--- src/rtl/core/msd_pkg.sv ---
// ----------------------------------------------------------------------------
// msd_pkg
// Shared widths, codes, reset values and control bundles of the median ratio
// stall detector.
// ----------------------------------------------------------------------------
package msd_pkg;

  localparam int STEP_W = 48;
  localparam int MED_W  = 47;
  localparam int THR_W  = 16;
  localparam int CONF_W = 4;
  localparam int ADDR_W = 3;
  localparam int DATA_W = 32;
  localparam int LO_W   = 24;

  localparam int RING_DEPTH_DEF  = 20;
  localparam int MIN_SAMPLES_DEF = 5;

  localparam logic [THR_W-1:0]  THR_RESET  = 16'd1311;
  localparam logic [CONF_W-1:0] CONF_RESET = 4'd3;

  localparam logic OP_NOTE  = 1'b0;
  localparam logic OP_JUDGE = 1'b1;

  localparam logic REG_THRESHOLD = 1'b0;
  localparam logic REG_CONFIRM   = 1'b1;

  typedef enum logic [1:0] {
    VERDICT_NONE        = 2'd0,
    VERDICT_CONFIRMED   = 2'd1,
    VERDICT_LATCHED     = 2'd2,
    VERDICT_PROVISIONAL = 2'd3
  } verdict_t;

  typedef struct packed {
    logic shift;
    logic load;
    logic rank;
    logic select;
  } msd_ctl_t;

  typedef struct packed {
    logic lo;
    logic hi;
  } msd_mul_t;

endpackage

--- src/rtl/core/msd_ratio.sv ---
// ----------------------------------------------------------------------------
// msd_ratio
// Ratio test of a judged step against the median, using one shared 16 by 24
// bit multiplier in two passes, low half of the median then high half.
// ----------------------------------------------------------------------------
module msd_ratio
  import msd_pkg::*;
(
  input  logic             clk,
  input  msd_mul_t         ctl,
  input  logic [THR_W-1:0] threshold,
  input  logic [MED_W-1:0] median,
  input  logic [MED_W-1:0] step,
  output logic             slow
);

  localparam int PROD_W = THR_W + LO_W;
  localparam int HI_W   = MED_W - LO_W;

  logic [LO_W-1:0]   mul_op;
  logic [PROD_W-1:0] prod_w;
  logic [PROD_W-1:0] prod_lo_r, prod_lo_nxt;
  logic [PROD_W-1:0] prod_hi_r, prod_hi_nxt;
  logic [63:0]       lhs;
  logic [63:0]       rhs;

  assign mul_op = ctl.hi ? {{(LO_W-HI_W){1'b0}}, median[MED_W-1:LO_W]} : median[LO_W-1:0];
  assign prod_w = {{LO_W{1'b0}}, threshold} * {{THR_W{1'b0}}, mul_op};

  always_comb begin
    prod_lo_nxt = ctl.lo ? prod_w : prod_lo_r;
    prod_hi_nxt = ctl.hi ? prod_w : prod_hi_r;
  end

  always_ff @(posedge clk) begin
    prod_lo_r <= prod_lo_nxt;
    prod_hi_r <= prod_hi_nxt;
  end

  assign lhs  = {1'b0, step, 16'b0};
  assign rhs  = {prod_hi_r, {LO_W{1'b0}}} + {{LO_W{1'b0}}, prod_lo_r};
  assign slow = lhs < rhs;

endmodule

--- config.mk ---
export PLATFORM = sky130hd
export DESIGN_NAME = msd_ratio
export DESIGN_NICKNAME = d
export VERILOG_FILES = /design/src/rtl/core/msd_pkg.sv /design/src/rtl/core/msd_ratio.sv
export SDC_FILE = /design/constraint.sdc
export NUM_CORES = 1
export LEC_CHECK = 0
export BUFFER_PORTS_ARGS = -buffer_cell sky130_fd_sc_hd__clkbuf_2
export CAP_MARGIN = 30
export CORE_UTILIZATION = 48
export DETAILED_ROUTE_END_ITERATION = 6
export GPL_TIMING_DRIVEN = 0
export PLACE_DENSITY = 0.75
export SYNTH_ARGS = -nofsm -noshare
export SYNTH_HDL_FRONTEND = slang
export SYNTH_SLANG_ARGS = --single-unit
--- constraint.sdc ---
create_clock -name clk -period 26.7 [get_ports clk]
set_clock_uncertainty 0.1 [all_clocks]
set_input_delay 5.34 -clock clk [delete_from_list [all_inputs] [get_ports clk]]
set_output_delay 5.34 -clock clk [all_outputs]
set_load 0.01 [all_outputs]
== Yosys cells after proc, flatten, opt, wreduce, memory -nomap -nowiden ==
Cells that the tools add are included.

* Flip-flop bits (word level): 80
* Word-level logic and storage cells: 6

* Add/sub/neg operators: 1
* $mul: 1
* $lt $le $gt $ge: 1
* Mux-type cells: 1

{| class="wikitable"
|+ Operators with widths
! operator !! count
|-
| $add A64 B40 Y64 || 1
|-
| $lt A63 B64 Y1 || 1
|-
| $mul A16 B24 Y40 || 1
|-
| $mux W24 || 1
|}

== Logic depth before layout (Yosys ltp) ==
* Depth after elaboration: 2
* Mapped depth: 25
* Gate-level depth less buffers: 22

== Worst setup path after synthesis ==
OpenSTA, ideal clock, no wires.

* Path type: input to output
* Start: input step[9]
* End: output slow
* Cell stages on the path: 8
* Arrival time: 7.286 ns
* Path buffers: 0
* Setup slack: 13.974 ns
* Path through: ha_1 > a2111oi_0 > o21ai_0 > nor3_1 > a211oi_1 > o41ai_1 > a21oi_1 > o311ai_0

* Cells in the longest elaborated chain, start to end: 1

{| class="wikitable"
|+ Ends and longest elaborated chain
! element !! RTL line !! text
|-
| start: declaration || msd_ratio.sv:13 || <nowiki>input logic [MED_W-1:0] step,</nowiki>
|-
| $lt A63 B64 Y1 || msd_ratio.sv:42 || <nowiki>assign slow = lhs < rhs;</nowiki>
|-
| end: declaration || msd_ratio.sv:14 || <nowiki>output logic slow</nowiki>
|}

No other way between the ends.

== Worst setup path after layout ==
* Start: input ctl[0] (netlist name)
* End: register prod_hi_r[38] (data pin)

* Cells in the longest elaborated chain, start to end: 2

{| class="wikitable"
|+ Ends and longest elaborated chain
! element !! RTL line !! text
|-
| start: declaration || msd_ratio.sv:10 || <nowiki>input msd_mul_t ctl,</nowiki>
|-
| $mux W24 || msd_ratio.sv:27 || <nowiki>assign mul_op = ctl.hi ? {{(LO_W-HI_W){1'b0}}, median[MED_W-1:LO_W]} : median[LO_W-1:0];</nowiki>
|-
| $mul A16 B24 Y40 || msd_ratio.sv:28 || <nowiki>assign prod_w = {{LO_W{1'b0}}, threshold} * {{THR_W{1'b0}}, mul_op};</nowiki>
|-
| named net prod_w[38] || msd_ratio.sv:21 || <nowiki>logic [PROD_W-1:0] prod_w;</nowiki>
|-
| end signal: assignment || msd_ratio.sv:37 || <nowiki>prod_hi_r <= prod_hi_nxt;</nowiki>
|-
| end: declaration || msd_ratio.sv:23 || <nowiki>logic [PROD_W-1:0] prod_hi_r, prod_hi_nxt;</nowiki>
|}

The timed path passes the listed nets, and every way through them passes these cells.
A chain may end at the register's enable or synchronous reset.

==> metrics.md <==
| Metric | Value |
|---|---|
| Worst path slowest cell | clkbuf_1 |
| Bufs on Longest Clock Path | 2 |
| DPL Wire Length | between 30 and 40 mm |
| Synth Area in Compound Gates | under 10% |
| Die Y | ~190 um |
| Cell Area, Synth | 17300 um2 |
| Max_slew headroom | around two fifths |
| CTS Hold Bufs | 0 |
| Drt wl/cell | between 15 and 20 um |
| Fin nets | ~2600 |
| Pin count of the biggest net entering global routing | 42 |
| Setup tns final | 0 ns |
| Mapped Nets | around 2400 |
| Final period util | a little over half |
| Startpoint types | input port |
| RSZ-0062 raised after global routing | no |
| Mux contribution to synthesized area | between 1 and 1.5% |
| EDFF count, synth | 80 |
| Setup bufs post-CTS | 0 |
| TritonCTS clock tree | built |
| Predominant post-synthesis flop cell | edfxtp_1 |
| Resized cells post-CTS | 0 |
| CP arrival | 14.11 ns |
| Root buf cell | clkbuf_16 |
| Total global routing overflow | 0 |
| Worst min path class | in -> reg |
| Top cells by area, synth | fa_1 36%, edfxtp_1 14%, ha_1 13%, inv_1 8.3%, and2_1 6.0% |
| DR vias | around 13000 |
| CP Max Fanout | 33 |
| Routability cong. | a little under 1 |
| Critical path origin | ctl[0] |
| Async SR Flop Fraction | 0% |
| Distinct cells, synth | between 60 and 70 |
| CTS buffer count | 9 |
| Synth Area in Adders | about 48% |
| Worst-path clk slew | roughly 0.050 ns |
| Io pins | 114 |
| Residual DRC | 0 |
| Crit path capture type | register |
| Initial antenna violation count | 0 |
| Largest family of logic cells by synthesized area | adder cells |
| Status | finished clean |
| Die width | about 190 um |
| Commonest non-fill, non-tap cell in the layout | inv_1 |
| Vias in the first global route | 13700 |
| Share of cells above drive strength 1 | between 8 and 9% |
| Worst-Margin Slew | between 0.9 and 1 ns |
| Synthesized area per cell | 9.37 um2 |
| N_diodes | 0 |
| CP endpoint | prod_hi_r[38] |
| Worst-path cell chain | clkbuf_2 > buf_12 > clkbuf_1 > clkbuf_1 > mux2_2 > clkbuf_1 > nand2_1 > fa_1 > inv_1 > fa_1 > fa_1 > fa_1 > fa_1 > inv_1 > fa_1 > inv_1 > ha_1 > and4_4 > nand3_2 > or2_0 > a2111o_1 > a211oi_2 > nor3_1 > or4b_1 |
| Slowest Stage Delay on Critical Path | approximately 0.74 ns |
| DRT Wirelength | around 46 mm |
| Starting Density | roughly half |
| Area leader, netlist | fa_1 |
| Min Tclk post-route | around 14 ns |
| Crit path kind | in -> reg |
| GRT Util Overall | between 20% and 30% |
| DRT antenna net count | 0 |
| Die Area | 36700 um2 |
| Post-Synth XOR/XNOR Area | 3.40% |
| Detailed Routing Iterations Pass 1 | 5 |
| Post-Synth Simple-Gate Area | between 10% and 20% |
| Layout overhead on the synthesized area | 8.32% |
| Data required time of the worst path | ~27 ns |
| Most frequent cells in the layout | 380 x inv_1, 307 x fa_1, 253 x nand2_1 |
| H-tree lvl count | 3 |
| Final Hold Fails | 0 |
| Fmax | around 70 MHz |
| Setup violations, final | 0 |
| IO buf count | roughly 110 |
| First-pass GRT wire length | roughly 73 mm |
| DRT iter0 DRCs | around 850 |
| Via-per-instance ratio | about 5.5 |
| Synth Instances | 1844 |
| Count of pins over their slew limit | 0 |
| CTS Sinks | 80 |
| Core area | approximately 35000 um2 |
| Seq/Total Area, Yosys | approximately 14% |
| Yosys reg bits | 80 |
| Synth top area share | about 36% |
| Fillers | about 3200 |
| Number of max-cap violations | 0 |
| Crit path top cell by count | fa_1 |
| FP Rows | between 60 and 70 |
| Yosys warns | 0 |
## layout make-up
class	instances	area, um2	share of cell area (%)
multi-input cells	1318	13200	70.5
repair buffers	115	606	3.24
clock buffers	11	233	1.24
well taps	461	577	3.08
inverters	380	1430	7.62
plain buffers	66	256	1.37
flip-flops and latches	80	2400	12.8
clock inverters	4	22.5	0.120
## stage by stage
stage          std cells  cell area, um2  setup WS, ns  hold slack (ns)  utilization [%]
2_1_floorplan       1844           17300         13.97             5.35                -
3_3_place_gp        2418           18400         11.98             5.76             51.9
3_5_place_dp        2418           18400         11.90             5.75             51.9
4_1_cts             2433           18700         12.22             5.41             52.6
5_1_grt             2435           18700         12.23             5.34             52.7
6_report            2435           18700         12.54             5.33             52.7
## logic make-up after synthesis
logic type               after synthesis
AND/OR/NAND/NOR                      540
adder cells (fa/ha/maj)              482
buffers and inverters                446
AO/OA/AOI/OAI                        206
flip-flops                            80
XOR/XNOR                              67
multiplexers                          23
## registers in the layout, indices dropped and copies added (netlist names)
register   cells
prod_lo_r     40
prod_hi_r     40
## cells in the mapped netlist (6+ instances only)
master / instances
nor2_1: 28
xnor2_1: 50
fa_1: 307
xor2_1: 17
nand3_1: 23
o21a_1: 9
o211ai_1: 6
nand4_1: 14
nand2_1: 253
mux2_2: 23
a21oi_1: 65
clkbuf_1: 63
o21ai_0: 34
nor3_1: 14
o21bai_1: 8
and2_1: 165
edfxtp_1: 80
ha_1: 175
inv_1: 380
a21o_1: 27
a211oi_1: 18
## worst min-delay path by stage
stage               cells after the start         start  slack (ns)            end
floorplan                               0        ctl[0]        5.35   prod_hi_r[0]
global placement                        2  threshold[0]        5.76   prod_lo_r[0]
detailed placement                      2  threshold[0]        5.75   prod_lo_r[0]
CTS                                     2  threshold[0]        5.41   prod_lo_r[0]
global route                            1        ctl[0]        5.34  prod_hi_r[36]
finish                                  1        ctl[0]        5.33  prod_hi_r[34]
## critical path: cells and delay by family
family / cells / cell delay, ns
multiplexers: 1 / 0.40
AO/OA/AOI/OAI: 2 / 0.77
AND/OR/NAND/NOR: 6 / 1.46
buffers and inverters: 8 / 2.47
adder cells (fa/ha/maj): 7 / 3.59
## per-layer routing
metal,wire (um),track usage (%)
met3,3340,2.63
met4,2110,11.4
met1,18700,34.1
met5,0,0
met2,21600,43.9
Power is left out: the tool's default activity adds up to more than one toggle a clock period on the data nets, which glitch-free logic cannot reach.
