### config.mk
export PLATFORM = sky130hd
export DESIGN_NAME = msd_cell
export DESIGN_NICKNAME = d
export VERILOG_FILES = /design/src/rtl/core/msd_pkg.sv /design/src/rtl/core/msd_cell.sv
export SDC_FILE = /design/constraint.sdc
export NUM_CORES = 1
export LEC_CHECK = 0
export BUFFER_PORTS_ARGS = -buffer_cell sky130_fd_sc_hd__buf_2
export CAP_MARGIN = 20
export CORE_MARGIN = 5
export CORE_UTILIZATION = 50
export CTS_BUF_LIST = sky130_fd_sc_hd__clkbuf_16
export CTS_CLUSTER_SIZE = 40
export DETAILED_ROUTE_END_ITERATION = 10
export PLACE_DENSITY_LB_ADDON = 0.12
export SLEW_MARGIN = 10
export SYNTH_ARGS = -nofsm -noshare
export SYNTH_HDL_FRONTEND = slang
export SYNTH_SLANG_ARGS = --single-unit
export TNS_END_PERCENT = 10
### constraint.sdc
create_clock -name clk -period 3.08 [get_ports clk]
set_clock_uncertainty 0.05 [all_clocks]
set_input_delay 0.462 -clock clk [delete_from_list [all_inputs] [get_ports clk]]
set_output_delay 0.462 -clock clk [all_outputs]
set_load 0.005 [all_outputs]
### src/rtl/core/msd_pkg.sv
// ----------------------------------------------------------------------------
// msd_pkg
// Shared widths, codes, reset values and control bundles of the median ratio
// stall detector.
// ----------------------------------------------------------------------------
package msd_pkg;

  localparam int STEP_W = 48;
  localparam int MED_W  = 47;
  localparam int THR_W  = 16;
  localparam int CONF_W = 4;
  localparam int ADDR_W = 3;
  localparam int DATA_W = 32;
  localparam int LO_W   = 24;

  localparam int RING_DEPTH_DEF  = 20;
  localparam int MIN_SAMPLES_DEF = 5;

  localparam logic [THR_W-1:0]  THR_RESET  = 16'd1311;
  localparam logic [CONF_W-1:0] CONF_RESET = 4'd3;

  localparam logic OP_NOTE  = 1'b0;
  localparam logic OP_JUDGE = 1'b1;

  localparam logic REG_THRESHOLD = 1'b0;
  localparam logic REG_CONFIRM   = 1'b1;

  typedef enum logic [1:0] {
    VERDICT_NONE        = 2'd0,
    VERDICT_CONFIRMED   = 2'd1,
    VERDICT_LATCHED     = 2'd2,
    VERDICT_PROVISIONAL = 2'd3
  } verdict_t;

  typedef struct packed {
    logic shift;
    logic load;
    logic rank;
    logic select;
  } msd_ctl_t;

  typedef struct packed {
    logic lo;
    logic hi;
  } msd_mul_t;

endpackage

### src/rtl/core/msd_cell.sv
// ----------------------------------------------------------------------------
// msd_cell
// One stage of the step chain: holds one stored step, ranks it against the
// circulating steps and passes the selected median along the chain.
// ----------------------------------------------------------------------------
module msd_cell
  import msd_pkg::*;
#(
  parameter int CNT_W = 5
) (
  input  logic             clk,
  input  msd_ctl_t         ctl,
  input  logic             valid,
  input  logic [CNT_W-1:0] k,
  input  logic [MED_W-1:0] own_in,
  output logic [MED_W-1:0] own_out,
  input  logic [MED_W-1:0] circ_in,
  input  logic             tok_in,
  output logic [MED_W-1:0] circ_out,
  output logic             tok_out
);

  logic [MED_W-1:0] own_r, own_nxt;
  logic [MED_W-1:0] circ_r, circ_nxt;
  logic             tok_r, tok_nxt;
  logic [CNT_W-1:0] less_r, less_nxt;
  logic [CNT_W-1:0] leq_r, leq_nxt;
  logic             hit;

  assign hit = valid && (less_r <= k) && (k < leq_r);

  always_comb begin
    own_nxt  = ctl.shift ? own_in : own_r;
    circ_nxt = circ_r;
    tok_nxt  = tok_r;
    less_nxt = less_r;
    leq_nxt  = leq_r;
    if (ctl.load) begin
      circ_nxt = own_r;
      tok_nxt  = valid;
      less_nxt = '0;
      leq_nxt  = '0;
    end else if (ctl.rank) begin
      if (tok_r && (circ_r < own_r)) begin
        less_nxt = less_r + CNT_W'(1);
      end
      if (tok_r && (circ_r <= own_r)) begin
        leq_nxt = leq_r + CNT_W'(1);
      end
      circ_nxt = circ_in;
      tok_nxt  = tok_in;
    end else if (ctl.select) begin
      circ_nxt = hit ? own_r : circ_in;
    end
  end

  always_ff @(posedge clk) begin
    own_r  <= own_nxt;
    circ_r <= circ_nxt;
    tok_r  <= tok_nxt;
    less_r <= less_nxt;
    leq_r  <= leq_nxt;
  end

  assign own_out  = own_r;
  assign circ_out = circ_r;
  assign tok_out  = tok_r;

endmodule

==> After elaboration in Yosys (flattened, before gate mapping) <==
Cells that the tools add are included.
{ "op_classes": {"addsub": 2, "magnitude_cmp": 4, "n_mux": 6, "reduce_logical": 8} }
{ "op_table": {"columns": ["cell", "n"], "rows": [
  ["$mux 47", 4],
  ["$le 47x47->1", 1],
  ["$lt 47x47->1", 1],
  ["$add 5x1->5 const B", 2],
  ["$le 5x5->1", 1],
  ["$lt 5x5->1", 1],
  ["$logic_and 1x1->1", 4],
  ["$reduce_and 2->1", 2],
  ["$reduce_bool 3->1", 1],
  ["$mux 1", 2],
  ["$reduce_bool 2->1", 1]
]} }
{ "totals": {"reg_bits": 105, "inputBits": 106, "out_inout_bits": 95, "elab_cells": 25} }

==> Logic depth before layout (Yosys ltp) <==
Gate-level depths: netlist (run 1).
{ "depth": {"depth_word": 7, "mapped_depth": 11, "ltp_nobuf": 9} }

==> Least setup slack after synthesis (run 1) <==
OpenSTA, ideal clock, no wires.
{ "synth_path": {"path_kind": "input-to-reg", "start": "input port k[1]", "end": "register circ_r[16], in the netlist circ_out[16], data pin", "setup_ns": 0.260, "t_arrival_ns": 2.559, "required_time_ns": 2.770, "setup_slack_ns": 0.211, "stages": 11, "n_path_buf": 2, "cell_sequence": "inv_1 ha_1 nor2b_1 o21a_1 o21a_1 o21a_1 o22ai_1 a41o_1 clkbuf_1 buf_2 mux2_2"} }
{ "synth_between": {"elab_chain_len": 7, "word_cells_on_any_way": 8, "cone_classes": "order compare (2); mux (4); reduce/logical (2)"} }
{ "synth_rtl": {"columns": ["element", "line", "text"], "rows": [
  ["start: declaration", "msd_cell.sv:14", "input logic [CNT_W-1:0] k,"],
  ["$le 5x5->1", "msd_cell.sv:30", "assign hit = valid && (less_r <= k) && (k < leq_r);"],
  ["$logic_and 1x1->1", "msd_cell.sv:30", null],
  ["$logic_and 1x1->1 *", "msd_cell.sv:30", null],
  ["$mux 47 *", "msd_cell.sv:53", "circ_nxt = hit ? own_r : circ_in;"],
  ["$mux 47 *", "msd_cell.sv:52", "end else if (ctl.select) begin"],
  ["$mux 47 *", "msd_cell.sv:43", "end else if (ctl.rank) begin"],
  ["$mux 47 *", "msd_cell.sv:38", "if (ctl.load) begin"],
  ["net circ_nxt[16]", "msd_cell.sv:24", "logic [MED_W-1:0] circ_r, circ_nxt;"],
  ["end signal: assignment", "msd_cell.sv:59", "circ_r <= circ_nxt;"],
  ["end: declaration", "msd_cell.sv:24", null]
]} }
Mark *: on every way through the listed nets, which the timed path passes. The rest lies on a longest branch. The select of a mux whose other input is x is not followed.
A chain may end at the register's enable or synchronous reset.

==> Final worst setup path (run 1) <==
{ "layout_path": {"start": "register own_r[36], in the netlist own_out[36]", "end": "register leq_r[0]"} }
{ "layout_between": {"elab_chain_len": 3} }
{ "layout_rtl": {"columns": ["element", "line", "text"], "rows": [
  ["start: declaration", "msd_cell.sv:23", "logic [MED_W-1:0] own_r, own_nxt;"],
  ["start signal: assignment", "msd_cell.sv:58", "own_r <= own_nxt;"],
  ["$le 47x47->1", "msd_cell.sv:47", "if (tok_r && (circ_r <= own_r)) begin"],
  ["$logic_and 1x1->1", "msd_cell.sv:47", null],
  ["$reduce_and 2->1 (no line)", null, null],
  ["end signal: assignment", "msd_cell.sv:62", "leq_r <= leq_nxt;"],
  ["end: declaration", "msd_cell.sv:27", "logic [CNT_W-1:0] leq_r, leq_nxt;"]
]} }
No other way between the ends.

==> metrics.md, run 1 <==
| Metric | Value |
|---|---|
| Total number of vias | `3884` |
| R2R Path Start | `own_out[36]` |
| Initial antenna violation count | `1` |
| Maximum vdd drop | `0.329 mV` |
| Relative slew slack | `54.4%` |
| Worst skew pair latency | `340 ps` |
| Placeable Area | `0.0104 mm2` |
| Combinational power share | `17.8%` |
| Area after DPL | `0.00655 mm2` |
| Final core area utilization | `65.7%` |
| Vias per cell | `5.12` |
| Sequential fraction of the synthesis area | `56.9%` |
| Hold Path Stages | `1` |
| WP data required | `3260 ps` |
| Total negative setup slack | `0 ps` |
| RR Endpoint | `leq_r[0]` |
| Gr ovfl total | `0` |
| Vias in the first global route | `4243` |
| Critical path arrival | `3090 ps` |
| Sink Count | `105` |
| Num CTS Buffers | `9` |
| Drt initial violations | `132` |
| Max Slew Vio Count | `0` |
| Die area | `0.0129 mm2` |
| Worst Hold End | `own_out[14]` |
| Synth cell types | `38` |
| Largest net degree at the start of global routing | `48` |
| Port Buf Inserts | `200` |
| Largest family of logic cells by synthesized area | `adder cells` |
| H-tree levels | `3` |
| Worst-path maximum fanout | `6` |
| Switching share of power | `25.3%` |
| Synth Register Bits | `105` |
| Synth Area in Simple Gates | `6.76%` |
| Mapped Nets | `573` |
| Post-DRT Antenna Nets | `0` |
| Die Span Y | `114 um` |
| N_diodes | `0` |
| Top FF cell, synth | `edfxtp_1` |
| Final setup viols | `0` |
| Post-synthesis adder-cell area fraction | `13.5%` |
| # IOs | `201` |
| Post-CTS Setup Inserts | `0` |
| Clock root buffer | `clkbuf_16` |
| Setup crit start kind | `register` |
| Seq pwr share | `50.3%` |
| Fraction of synthesized area in multiplexers | `11.7%` |
| Gate Count Post-Synth | `409` |
| Fin. Hold Viols | `0` |
| Max-Cap Viols | `0` |
| Routed WL | `12.9 mm` |
| CTS tree | `yes` |
| Tot GR Track Use | `20.4%` |
| Psw | `0.000894 W` |
| RD Place Congestion | `0.750` |
| Final HPWL DP | `10.0 mm` |
| Nets | `781` |
| Reg clk slew, reported paths | `70 ps` |
| Final period utilization | `94.6%` |
| Fmax | `343 MHz` |
| Synth Area in XOR/XNOR | `0%` |
| Number of remaining DRC errors | `0` |
| Compound-Gate Fraction of Synth Area | `6.13%` |
| RSZ-0062 raised after global routing | `no` |
| Min cycle time layout | `2910 ps` |
| Reg2reg setup slack | `170 ps` |
| WS Path Type | `reg -> reg` |
| Internal | `0.00264 W` |
| Syn_area_per_cell | `13.1 um2` |
| Worst Hold Class | `in -> reg` |
| First-pass GRT wire length | `20.7 mm` |
| Hold Crit Start | `own_in[14]` |
| Status | `finished clean` |
| R2R depth | `9` |
| Area grow syn2layout | `27.6%` |
| FFs w/ async S/R, synth | `0%` |
| Row count | `37` |
| Initial Util | `51.5%` |
| Final Cell Area | `0.00685 mm2` |
| Clk pwr share | `31.9%` |
| Post-synth EDFFs | `95` |
| Max Buffers Root-to-Sink | `2` |
| P_leak | `3.23 nW` |
| Worst Setup End Kind | `register` |
| WL/cell | `17.0 um` |
| PD cells | `517 mW/mm2` |
| Synth Warn # | `0` |
| Ratio of cells with drive above 1 in the final layout | `44.9%` |
| Die Width | `114 um` |
| Post-synthesis cell area | `0.00537 mm2` |
| Router iterations before antenna repair | `4` |
| Worst Tran Pin Value | `684 ps` |
## cells by family after synthesis
logic type,count (synthesis)
flip-flops,105
AND/OR/NAND/NOR,69
buffers and inverters,68
adder cells (fa/ha/maj),58
multiplexers,56
AO/OA/AOI/OAI,53
## routing by layer
| metal | share of wire, % | GRT usage (%) | vias up |
|---|---|---|---|
| met2 | 53 | 37.1 | 122 |
| li1 | - | - | 1921 |
| met3 | 7.6 | 6.47 | 21 |
| met4 | 1.7 | 6.09 | 2 |
| met5 | 0.054 | 0 | - |
| met1 | 38 | 22.7 | 1818 |
## worst max-delay path, cell delays in order (launching register included)
cell,delay (ps)
edfxtp_1,410
inv_1,80
ha_1,240
a21o_1,160
a21o_1,170
a221o_1,350
a2111o_1,430
a221o_2,390
a21oi_2,190
mux2_2,350
## layout by cell type, fill, tap and decap left out, drive strengths merged, types with 11 or more instances in the layout
cell type  netlist  routed
buf              5     205
edfxtp          95      95
inv             59      61
ha              58      58
mux2            55      55
a21oi           23      23
nor2            18      18
nand2           11      11
## layout make-up
type / instances / area, um2
clock buffers: 9 / 225
well taps: 136 / 170
flip-flops and latches: 105 / 3050
multi-input cells: 237 / 2060
clock inverters: 7 / 61.3
inverters: 59 / 221
fillers: 852 / 3570
repair buffers: 205 / 1050
## power by group through the flow
stage / logic (W) / registers, W / clock network, W
2_1_floorplan: 0.000318 / 0.00181 / 0
3_3_place_gp: 0.000606 / 0.00181 / 0
3_5_place_dp: 0.000628 / 0.00181 / 0
4_1_cts: 0.000634 / 0.00178 / 0.00116
5_1_grt: 0.000714 / 0.00180 / 0.00123
6_report: 0.000628 / 0.00178 / 0.00113
## worst max path at each step
stage	from	endpoint	cells after the start
2_1_floorplan	k[1]	circ_out[16]	11
3_3_place_gp	own_out[36]	leq_r[0]	9
3_5_place_dp	own_out[36]	leq_r[0]	9
4_1_cts	own_out[36]	leq_r[0]	9
5_1_grt	own_out[36]	leq_r[0]	9
6_report	own_out[36]	leq_r[0]	9
## flip-flops by register name (all words and copies together), names as in the netlist
signal,cells
circ_out,47
own_out,47
leq_r,5
less_r,5
tok_out,1
## synthesized netlist by cell type (2+ instances only)
cell / count / area share (%)
a21o_1: 6 / 0.84
a21oi_1: 23 / 2.1
a221o_1: 2 / 0.37
a221oi_1: 2 / 0.33
and3_1: 3 / 0.35
and4_1: 3 / 0.49
buf_2: 3 / 0.28
clkbuf_1: 4 / 0.28
dfxtp_1: 10 / 3.7
edfxtp_1: 95 / 53
ha_1: 58 / 14
inv_1: 59 / 4.1
mux2_2: 55 / 12
nand2_1: 11 / 0.77
nand2b_1: 3 / 0.35
nand3_1: 6 / 0.56
nand4_1: 10 / 1.2
nor2_1: 18 / 1.3
nor2b_1: 5 / 0.58
nor4_1: 2 / 0.23
o21a_1: 3 / 0.42
o21ai_0: 10 / 0.93
or3_1: 3 / 0.35
## stage by stage
stage,total power (W),std cells,hold WS [ps],setup slack [ps]
detailed placement,0.00244,741,480,14.9
floorplan,0.00213,409,429,211
global route,0.00374,758,225,25.9
CTS,0.00357,757,230,0.124
finish,0.00354,758,242,167
global placement,0.00241,741,461,123
## repair_timing
item	CTS	global route
hold endpoints to repair	0	0
endpoints found under the setup margin	0	6
hold buffers	0	0
resized for setup	0	2
Power figures use the tool's default switching activity.
==> inputs of run 2 (changes only) <==
RECOVER_POWER = 100   (was default)
==> run 2 against run 1 <==
Compared with the run above: die area stayed put; non-clock buffer count stayed put; combinational power is 3.8% lower; sequential power hardly changed; first-iteration DRC count is 1.5% higher; count of clock-buffer cells in the layout stayed put; maximum frequency hardly changed; highest routed layer unchanged; wire length hardly changed; sequential share of layout area is 0.65 points higher; global-route usage stayed put.
==> metrics.md, run 2 (synthesis gave the netlist of run 1 again) <==
| Metric | Value |
|---|---|
| GRT met1 Usage | `22.7%` |
| Area after DPL | `0.00655 mm2` |
| Final setup viols | `0` |
| Top cell by count, worst path | `a21o_1` |
| Routing usage on met2 | `37.1%` |
| Num CTS Buffers | `9` |
| Final HPWL DP | `10.0 mm` |
| Number of remaining DRC errors | `0` |
| Final Total Pwr | `0.00352 W` |
| N_diodes | `0` |
| Worst Setup End Kind | `register` |
| CTS tree | `yes` |
| RD Place Congestion | `0.750` |
| Router iterations before antenna repair | `4` |
| Gr ovfl total | `0` |
| Min cycle time layout | `2910 ps` |
| Vias per cell | `5.14` |
| Port Buf Inserts | `200` |
| Nets | `781` |
| GRT Max-Usage Layer | `met2` |
| Area grow syn2layout | `25.7%` |
| Largest net degree at the start of global routing | `48` |
| Fmax | `343 MHz` |
| Worst skew pair latency | `340 ps` |
| # IOs | `201` |
| First-pass GRT wire length | `20.7 mm` |
| Die Span Y | `114 um` |
| Post_cts resized | `0` |
| Worst Hold Class | `in -> reg` |
| Drt initial violations | `134` |
| Worst-path maximum fanout | `6` |
| Vias in the first global route | `4243` |
| Total negative setup slack | `0 ps` |
| H-tree levels | `3` |
| Initial antenna violation count | `1` |
| Relative slew slack | `13.1%` |
| PD cells | `522 mW/mm2` |
| RSZ-0062 raised after global routing | `no` |
| Sink Count | `105` |
| Die Width | `114 um` |
| P_leak | `3.05 nW` |
| Commonest non-fill, non-tap cells in the layout | `buf_2 (137), edfxtp_1 (95), clkbuf_1 (63), inv_1 (60), ha_1 (58)` |
| Post-CTS Setup Inserts | `0` |
| Ratio of cells with drive above 1 in the final layout | `34.7%` |
| WS Path Type | `reg -> reg` |
| Final period utilization | `94.6%` |
| WP data required | `3260 ps` |
| Slowest-stage cell, CP | `a2111o_1` |
| Total number of vias | `3898` |
| Worst Tran Pin Value | `1300 ps` |
| WL/cell | `17.0 um` |
| Reg clk slew, reported paths | `70 ps` |
| CP Cell Sequence | `inv_1 > ha_1 > a21o_1 > a21o_1 > a221o_1 > a2111o_1 > a221o_2 > a21oi_2 > mux2_2` |
| Clock root buffer | `clkbuf_16` |
| Placeable Area | `0.0104 mm2` |
| Post-DRT Antenna Nets | `0` |
| GR Util met3 | `6.47%` |
| Max-Cap Viols | `0` |
| Maximum vdd drop | `0.332 mV` |
| Critical path arrival | `3090 ps` |
| Final Cell Area | `0.00675 mm2` |
| Setup crit start kind | `register` |
| Hold buffers post-CTS | `0` |
| Status | `finished clean` |
| Initial Util | `51.5%` |
| Commonest non-fill, non-tap cell in the layout | `buf_2` |
| Max Slew Vio Count | `0` |
| Row count | `37` |
| Max Buffers Root-to-Sink | `2` |
| Routed WL | `12.9 mm` |
| Fin. Hold Viols | `0` |
| Tot GR Track Use | `20.4%` |
| Slowest stage delay, CP | `420 ps` |
| Die area | `0.0129 mm2` |
[run 2: worst max-delay path: cells and delay by family, from the launching register on]
kind | cells | cell delay (ps)
compound gates | 6 | 1680
fa+ha+maj | 1 | 300
buf+inv | 1 | 50
flops | 1 | 380
mux | 1 | 350
[run 2: worst paths after layout]
kind               start  slack, ps  cells after the start          end
max          own_out[36]        170                      9     leq_r[0]
min           own_in[14]        240                      1  own_out[14]
max reg2reg  own_out[36]        170                      9     leq_r[0]
min reg2reg    less_r[2]        490                      2    less_r[2]
[run 2: cell type report]
| cell class | count | area (um2) |
|---|---|---|
| tap | 136 | 170 |
| fill | 874 | 3670 |
| timing repair buffer | 205 | 952 |
| inverter | 59 | 221 |
| multi-input combinational | 237 | 2060 |
| sequential | 105 | 3050 |
| clock buffer | 9 | 225 |
| clock inverter | 7 | 61.3 |
[run 2: metal layers]
layer  wire length [um]  share of wire, %  vias up
met5                  7             0.054        -
met4                278               2.2        2
met3               1000               7.8       27
met2               6710                52      128
met1               4880                38     1821
li1                   -                 -     1920
[run 2: report_power, final]
group | internal, W | switching (W)
combinational | 0.000294 | 0.000310
clock | 0.000624 | 0.000508
sequential | 0.00170 | 0.0000815
[run 2: metrics by stage]
| stage | hold WS, ps | util (%) | cells | setup WS (ps) |
|---|---|---|---|---|
| finish | 241 | 64.8 | 758 | 165 |
| floorplan | 429 | - | 409 | 211 |
| global placement | 461 | 62.8 | 741 | 123 |
| global route | 225 | 64.8 | 758 | 22.0 |
| detailed placement | 480 | 62.8 | 741 | 14.9 |
| CTS | 230 | 65.6 | 757 | 0.124 |
